## config.mk

```make
export PLATFORM = sky130hd
export DESIGN_NAME = sorted_free_block_pool
export DESIGN_NICKNAME = d
export VERILOG_FILES = /design/src/sv/sfbp_pkg.sv /design/src/sv/sorted_free_block_pool.sv
export SDC_FILE = /design/constraint.sdc
export NUM_CORES = 2
export LEC_CHECK = 0
export ABC_CLOCK_PERIOD_IN_PS = 12300
export BUFFER_PORTS_ARGS = -buffer_cell sky130_fd_sc_hd__buf_4
export CORE_ASPECT_RATIO = 0.8
export CORE_MARGIN = 1
export CORE_UTILIZATION = 55
export DETAILED_ROUTE_END_ITERATION = 6
export GPL_TIMING_DRIVEN = 0
export PLACE_DENSITY_LB_ADDON = 0.08
export SLEW_MARGIN = 20
export SYNTH_ARGS = -nofsm -noshare
export SYNTH_HDL_FRONTEND = slang
export SYNTH_SLANG_ARGS = --single-unit
```

## constraint.sdc

```tcl
create_clock -name clk -period 12.3 [get_ports clk]
set_input_delay 1.23 -clock clk [delete_from_list [all_inputs] [get_ports clk]]
set_output_delay 1.23 -clock clk [all_outputs]
set_load 0.01 [all_outputs]
```

## src/sv/sfbp_pkg.sv

```systemverilog
package sfbp_pkg;

  localparam int POOL_DEPTH = 16;
  localparam int IDX_W = $clog2(POOL_DEPTH);
  localparam int CNT_W = $clog2(POOL_DEPTH + 1);

  typedef enum logic [1:0] {
    OP_ALLOC = 2'd0,
    OP_FREE  = 2'd1,
    OP_FLUSH = 2'd2,
    OP_NONE  = 2'd3
  } op_t;

  typedef enum logic [2:0] {
    K_HIT         = 3'd0,
    K_MISS        = 3'd1,
    K_FREE_KEPT   = 3'd2,
    K_FREE_REL    = 3'd3,
    K_FLUSH_ENTRY = 3'd4,
    K_FLUSH_EMPTY = 3'd5
  } kind_t;

  typedef struct packed {
    logic [1:0]  opcode;
    logic [31:0] size_bytes;
    logic [3:0]  align_log2;
    logic [47:0] block_address;
    logic [31:0] block_capacity;
  } cmd_t;

  typedef struct packed {
    logic [2:0]  kind;
    logic [47:0] address;
    logic [31:0] capacity;
    logic        pool_full;
    logic        last;
  } result_t;

  typedef struct packed {
    logic [47:0] address;
    logic [31:0] capacity;
  } entry_t;

endpackage

```

## src/sv/sorted_free_block_pool.sv

```systemverilog
// Channel   Handshake              Payload
// command   start / busy           cmd (opcode, size, alignment, block)
// result    strobe, one cycle      result (kind, address, capacity, flags)
//
// Steps: a released free or an empty flush answers straight from idle. Each entry
// scanned is read, then compared; each entry moved to close or open a gap is read,
// then written; a kept free ends with an insert write, and a miss doubles the
// alignment until it covers the request. The registered table read sets these steps.
// Reset clears the fill count and the control state; the memory itself is never cleared.
// The receiver cannot stall: each result is shown for exactly one cycle.
module sorted_free_block_pool (
  input  logic             clk,
  input  logic             rst,
  input  logic             start,
  input  sfbp_pkg::cmd_t    cmd,
  output logic             busy,
  output logic             strobe,
  output sfbp_pkg::result_t result
);
  import sfbp_pkg::*;

  typedef enum logic [6:0] {
    S_IDLE  = 7'b0000001,
    S_RD    = 7'b0000010,
    S_EV    = 7'b0000100,
    S_GROW  = 7'b0001000,
    S_SD_RD = 7'b0010000,
    S_SD_WR = 7'b0100000,
    S_SU_RD = 7'b1000000
  } state_t;

  // Table memory: entries packed from index 0, sorted by capacity.
  entry_t mem [POOL_DEPTH];
  entry_t rd_data;
  logic [IDX_W-1:0] ra;
  logic [IDX_W-1:0] wa;
  entry_t wd;
  logic we;

  state_t state;
  logic su_wr;         // second half of a shift-up move
  logic ins;           // final insert of a free
  cmd_t req;
  logic [CNT_W-1:0] cnt;
  logic [IDX_W-1:0] idx;
  logic [IDX_W-1:0] pos;
  logic [32:0] need;

  logic [31:0] mask;
  logic at_end;
  logic fit;

  assign busy = (state != S_IDLE) || su_wr || ins;
  assign mask = (32'd1 << req.align_log2) - 32'd1;
  assign at_end = (CNT_W'(idx) + CNT_W'(1)) == cnt;
  assign fit = (rd_data.capacity >= req.size_bytes) &&
               ((rd_data.address[31:0] & mask) == 32'd0) &&
               ((rd_data.capacity & mask) == 32'd0);

  // Read address per state; writes come from the move and insert steps.
  always_comb begin
    ra = idx;
    if (state == S_SD_RD) begin
      ra = IDX_W'(idx + IDX_W'(1));
    end
    we = 1'b0;
    wa = idx;
    wd = rd_data;
    if (state == S_SD_WR) begin
      we = 1'b1;
    end else if (su_wr) begin
      we = 1'b1;
      wa = IDX_W'(idx + IDX_W'(1));
    end else if (ins) begin
      we = 1'b1;
      wa = pos;
      wd = '{address: req.block_address, capacity: req.block_capacity};
    end
  end

  always_ff @(posedge clk) begin
    if (we) begin
      mem[wa] <= wd;
    end
    rd_data <= mem[ra];
  end

  always_ff @(posedge clk) begin
    if (rst) begin
      state  <= S_IDLE;
      su_wr  <= 1'b0;
      ins    <= 1'b0;
      cnt    <= '0;
      strobe <= 1'b0;
    end else begin
      strobe <= 1'b0;
      su_wr  <= 1'b0;
      ins    <= 1'b0;
      if (ins) begin
        // Drop the freed block into its gap and report it kept.
        cnt    <= cnt + CNT_W'(1);
        strobe <= 1'b1;
        result <= '{kind: K_FREE_KEPT, address: '0, capacity: '0,
                    pool_full: (cnt + CNT_W'(1)) == CNT_W'(POOL_DEPTH), last: 1'b1};
      end else if (su_wr) begin
        // Entry idx moved to idx+1; continue down to the insert point.
        if (idx == pos) begin
          ins <= 1'b1;
        end else begin
          idx   <= idx - IDX_W'(1);
          state <= S_SU_RD;
        end
      end else begin
        case (state)
          S_IDLE: begin
            if (start) begin
              req  <= cmd;
              idx  <= '0;
              need <= 33'(33'd1 << cmd.align_log2);
              case (cmd.opcode)
                OP_ALLOC: begin
                  state <= (cnt == '0) ? S_GROW : S_RD;
                end
                OP_FREE: begin
                  if (cmd.block_address == '0 || cnt == CNT_W'(POOL_DEPTH)) begin
                    strobe <= 1'b1;
                    result <= '{kind: K_FREE_REL, address: cmd.block_address,
                                capacity: '0, pool_full: cnt == CNT_W'(POOL_DEPTH),
                                last: 1'b1};
                  end else if (cnt == '0) begin
                    pos <= '0;
                    ins <= 1'b1;
                  end else begin
                    state <= S_RD;
                  end
                end
                OP_FLUSH: begin
                  if (cnt == '0) begin
                    strobe <= 1'b1;
                    result <= '{kind: K_FLUSH_EMPTY, address: '0, capacity: '0,
                                pool_full: 1'b0, last: 1'b1};
                  end else begin
                    state <= S_RD;
                  end
                end
                default: ;
              endcase
            end
          end
          S_RD: begin
            state <= S_EV;
          end
          S_EV: begin
            case (req.opcode)
              OP_ALLOC: begin
                if (fit) begin
                  strobe <= 1'b1;
                  result <= '{kind: K_HIT, address: rd_data.address,
                              capacity: rd_data.capacity, pool_full: 1'b0, last: 1'b1};
                  if (at_end) begin
                    cnt   <= cnt - CNT_W'(1);
                    state <= S_IDLE;
                  end else begin
                    state <= S_SD_RD;
                  end
                end else if (at_end) begin
                  state <= S_GROW;
                end else begin
                  idx   <= idx + IDX_W'(1);
                  state <= S_RD;
                end
              end
              OP_FREE: begin
                if (rd_data.capacity > req.block_capacity) begin
                  // Open a gap at idx: move the tail up one place.
                  pos   <= idx;
                  idx   <= IDX_W'(cnt - CNT_W'(1));
                  state <= S_SU_RD;
                end else if (at_end) begin
                  pos   <= IDX_W'(cnt);
                  ins   <= 1'b1;
                  state <= S_IDLE;
                end else begin
                  idx   <= idx + IDX_W'(1);
                  state <= S_RD;
                end
              end
              default: begin
                strobe <= 1'b1;
                result <= '{kind: K_FLUSH_ENTRY, address: rd_data.address,
                            capacity: rd_data.capacity, pool_full: 1'b0, last: at_end};
                if (at_end) begin
                  cnt   <= '0;
                  state <= S_IDLE;
                end else begin
                  idx   <= idx + IDX_W'(1);
                  state <= S_RD;
                end
              end
            endcase
          end
          S_GROW: begin
            // Double the alignment until it covers the size.
            if (need >= {1'b0, req.size_bytes}) begin
              strobe <= 1'b1;
              result <= '{kind: K_MISS, address: '0,
                          capacity: need[32] ? 32'd0 : need[31:0],
                          pool_full: cnt == CNT_W'(POOL_DEPTH), last: 1'b1};
              state  <= S_IDLE;
            end else begin
              need <= need << 1;
            end
          end
          S_SD_RD: begin
            state <= S_SD_WR;
          end
          S_SD_WR: begin
            // Entry idx+1 now sits at idx; close the gap up to the tail.
            if ((CNT_W'(idx) + CNT_W'(2)) == cnt) begin
              cnt   <= cnt - CNT_W'(1);
              state <= S_IDLE;
            end else begin
              idx   <= idx + IDX_W'(1);
              state <= S_SD_RD;
            end
          end
          S_SU_RD: begin
            su_wr <= 1'b1;
            state <= S_IDLE;
          end
          default: begin
            state <= S_IDLE;
          end
        endcase
      end
    end
  end

endmodule

```

Word level (Yosys, flattened, before mapping):

Memories as Yosys holds them, arrays and structs flattened. A register that Yosys moved wholly into a read port is not among the register bits.
Cells that the tools add are included.

* flip-flop bits (word level): 259
* word-level logic and storage cells: 188
* memory bits (writable): 1280
* memories kept: 1

Memory list
* mem: words 16, bits a word 80, rd ports 1, clocked after memory_dff 1, write ports 1, line sorted_free_block_pool.sv:33 `entry_t mem [POOL_DEPTH];`

* $lt $le $gt $ge: 3
* eq/ne operators: 40
* bitwise logic cells: 5
* $add $sub $neg: 7
* shift operators: 2
* reductions and logical operators: 25
* multiplexer cells: 87

Operators with widths (count)
* $mux W85: 6
* $pmux W85 S2: 2
* $pmux W85 S3: 1
* $mux W80: 3
* $mux W4: 20
* $mux W33: 2
* $pmux W33 S2: 1
* $and A32 B32 Y32: 2
* $logic_not A32 Y1: 2
* $mux W7: 8
* $logic_not A48 Y1: 1
* $pmux W7 S6: 1
* $mux W5: 8
* $ge A33 B32 Y1: 1
* $shl A1 B4 Y33 const A: 1
* $ge A32 B32 Y1: 1
* $gt A32 B32 Y1: 1
* $mux W32: 1
* $shl A1 B4 Y32 const A: 1
* $sub A32 B1 Y32 const B: 1
* $ne A3 B3 Y1 const B: 8
* $mux W1: 21
* $pmux W7 S3: 1
* $ne A4 B4 Y1 const B: 5
* other kinds (45): 70

Logic depth before layout (Yosys ltp):

* word-level depth: 11
* mapped depth: 11

Worst setup path after synthesis:

OpenSTA, ideal clock, no wires.

* kind: input to register
* from: in cmd[58] in the netlist's numbering
* to: reg result[0] in the netlist's numbering, enable pin
* slack: 3.181 ns
* arrival: 8.469 ns
* setup time: 0.650 ns
* buffers on the path: 0
* cell stages on the path: 8
* cells stage by stage: nor4_1 nand4_1 nor3_1 a31oi_1 a22o_1 a32oi_1 a21oi_1 nor3b_1

* word-level cells in the longest chain between the ends: 4

RTL lines
* from (decl): line sorted_free_block_pool.sv:15 `input sfbp_pkg::cmd_t cmd,`
* $logic_not A48 Y1: line sorted_free_block_pool.sv:125 `if (cmd.block_address == '0 || cnt == CNT_W'(POOL_DEPTH)) begin`
* $logic_or A1 B1 Y1: line sorted_free_block_pool.sv:125
* $ne A4 B4 Y1 (no source line)
* $reduce_and A10 Y1 (no source line)
* to (signal assigned): line sorted_free_block_pool.sv:127 `result <= '{kind: K_FREE_REL, address: cmd.block_address,`
* to (signal assigned): line sorted_free_block_pool.sv:140 `result <= '{kind: K_FLUSH_EMPTY, address: '0, capacity: '0,`
* to (signal assigned): line sorted_free_block_pool.sv:158 `result <= '{kind: K_HIT, address: rd_data.address,`
* to (decl): line sorted_free_block_pool.sv:18 `output sfbp_pkg::result_t result`

Every way passes these cells.
A chain may end at the register's enable or synchronous reset.

Worst setup path after layout:

* from: in cmd[38] in the netlist's numbering
* to: reg result[62] in the netlist's numbering, enable pin

Same word-level chain as after synthesis.

==> results.txt <==
Hold slack - 0.5458 ns
DIE HEIGHT - 307.3 um
Clk sink count - 1619
Final total power - 0.01581 W
DP Area - 0.07022 mm^2
Buf+Inv Stages, Crit Path - 6
Kind of cell adding the most delay to the critical path - simple AND/OR/NAND/NOR gates
CP required - 12.81 ns
Number of buffers created by CTS - 155
Multi-input logic area - 0.01550 mm^2
Clk_lat worst skew - 0.82 ns
Critical path launch point - cmd[38]
Top cells by area, synth - edfxtp_1 71%, mux4_2 14%, dfxtp_1 3.0%, ha_1 2.1%, mux2_2 1.4%
Hold Buf Count CTS - 0
Starting DRT DRC Count - 4088
Site Rows - 111
Final hold vios - 0
DR vias - 34008
CP endpoint kind - register
Synth top area share - 71.40%
Area of the core - 0.1150 mm^2
Fmax - 190.8 MHz
CTS root buffer - clkbuf_16
Most used cell, CP - buf_4
Ys flop type - edfxtp_1
Register area share after synthesis - 74.37%
Critical Path Slowest Stage Cell - nor4_1
RR Startpoint - req[81]
Slew Limit Fails - 0
Peak supply drop - 0.0001907 V
Most common cell after layout, fill and taps aside - edfxtp_1
Seq cells post-synth - 1619
Global-route usage over all layers - 30.19%
Pwr dens - 209.9 mW/mm^2
Reg area - 0.04767 mm^2
Fillers - 7602
Top-level port count - 208
Ant. Diodes - 0
Initial antenna violation count - 3
Drt pass-1 iters - 7
Setup crit start kind - primary input
Layout cells sized above 1 - 30.94%
Synthesized area per cell - 20.62 um^2
Vias/cell - 6.491
Synth-to-Final Area Change - 17.53%
Post-Syn Nets - 3340
# H-tree levels - 4
Vias in the first global route - 34389
Syn Std Cell Area - 0.06410 mm^2
Min cycle time layout - 5.240 ns
Critical Path Fanout Max - 12
CTS tree - yes
Clock buffer depth - 3
Failing checks - design-rule violations
Worst-margin pin slew - 1.247 ns
Distinct cells, synth - 78
Worst setup path class - primary input to register
Slew margin rel. - 16.84%
Initial Util - 55.74%
Crit path largest cell delay - 0.89 ns
Setup violations, final - 0
Post-route cell area - 0.07533 mm^2
Synth area leader - edfxtp_1
Resize count post-CTS - 0
Clk pin slew, worst setup/hold paths - 0.07 ns
WL final - 175000 um
Largest net degree at the start of global routing - 57
Gr ovfl total - 0
ANT nets after route - 0
Nets - 3815
Worst hold path depth - 1
Port bufs - 206
Final worst-path cycle share - 42.60%
Cell count after synthesis - 3109
Die W - 383.7 um
Status - complete, but fails checks
Post-DP HPWL - 118400 um
Ys async rst share - 0%
Post-CTS setup buffer count - 0
Post-synth EDFFs - 1524
Max cap viols - 0
CP Data Arrival Time - 5.75 ns
Wire per inst - 33.40 um
Reg2Reg Depth - 14
Residual DRC count - 13
HP Class - register to register
Gpl congestion - 0.9000
Die area - 0.1179 mm^2
Crit path depth - 14
First-pass GRT wire length - 248900 um
Leak - 25.17 nW
Worst Min Path Start - state[1]
Commonest cells after routing, fill and taps aside - 1524 x edfxtp_1, 400 x mux4_2, 239 x buf_4, 160 x clkbuf_16, 110 x ha_1
Syn. warnings - 0
RSZ-0062 raised after global routing - false
CP cell instances - buf_4, nor4_1, nand4_1, nor3_2, a31oi_1, a22o_1, a32oi_1, a21oi_1, nor3b_2, buf_4, buf_4, buf_4, buf_4, buf_4
Worst Skew - 0.03469 ns
synthesized netlist by cell type (all sizes together) (14+ instances only):
| master | n |
|---|---|
| a21oi | 63 |
| a22o | 49 |
| a22oi | 35 |
| and2 | 17 |
| buf | 85 |
| clkbuf | 63 |
| dfxtp | 95 |
| edfxtp | 1524 |
| ha | 110 |
| inv | 82 |
| mux2 | 80 |
| mux4 | 400 |
| nand2 | 74 |
| nand3 | 17 |
| nand4 | 24 |
| nor2 | 123 |
| nor3 | 21 |
| nor4 | 22 |
| o21ai | 37 |
| xnor2 | 14 |
final timing paths:
| path | slack [ns] | endpoint |
|---|---|---|
| worst max-delay path | 7.06 | result[62] |
| worst min-delay path | 0.55 | state[1] |
| worst max register to register | 7.30 | result[62] |
| worst min register to register | 0.55 | state[1] |
per-layer routing:
layer  vias to the layer above  share of wire [%]  GRT usage [%]
met2                      1720                 49          48.29
met1                     18098                 40          42.24
li1                      13929                  -              -
met3                       259                8.7          5.800
met4                         2                2.8          9.942
met5                         -              0.011              0
registers in the layout (all words and copies together) (netlist names):
register  flops
cnt           5
su_wr         1
idx           4
ins           1
rd_data      80
req         118
mem        1280
result       85
strobe        1
need         33
state         7
pos           4
cell type report:
type                       count  share of cell area [%]
clock inverter                76                   1.028
tap                         1525                   2.533
clock buffer                 211                   5.755
sequential                  1619                   63.28
inverter                      83                  0.4136
buffer                       148                   1.041
timing repair buffer         318                   5.373
multi-input combinational   1259                   20.58
cell families (layout without fill, tap and decap cells):
kind of cell	after synthesis	after routing	share of synthesized area (%)
fa+ha+maj	110	110	2.147
buf+inv	231	836	1.706
mux	486	486	15.55
xor+xnor	23	23	0.3260
simple gates	345	345	2.618
flops	1619	1619	74.37
compound gates	295	295	3.282
report_power, final:
group	internal [W]	switching, W	leakage (nW)
combinational	0.00138	0.00208	8.11
clock	0.00272	0.00209	2.51
sequential	0.00711	0.000435	14.6
total	0.0112	0.00460	25.2
stage by stage:
step / instances / worst slack [ns] / utilization, % / TNS (ns)
detailed placement: 4952 / 6.197 / 61.06 / 0
global placement: 4840 / -4.487 / 58.74 / -377.60
floorplan: 3109 / 3.181 / - / 0
CTS: 5239 / 7.026 / 65.51 / 0
global route: 5239 / 6.863 / 65.51 / 0
finish: 5239 / 7.060 / 65.51 / 0
No activity file was read; power rests on OpenSTA's default activity.
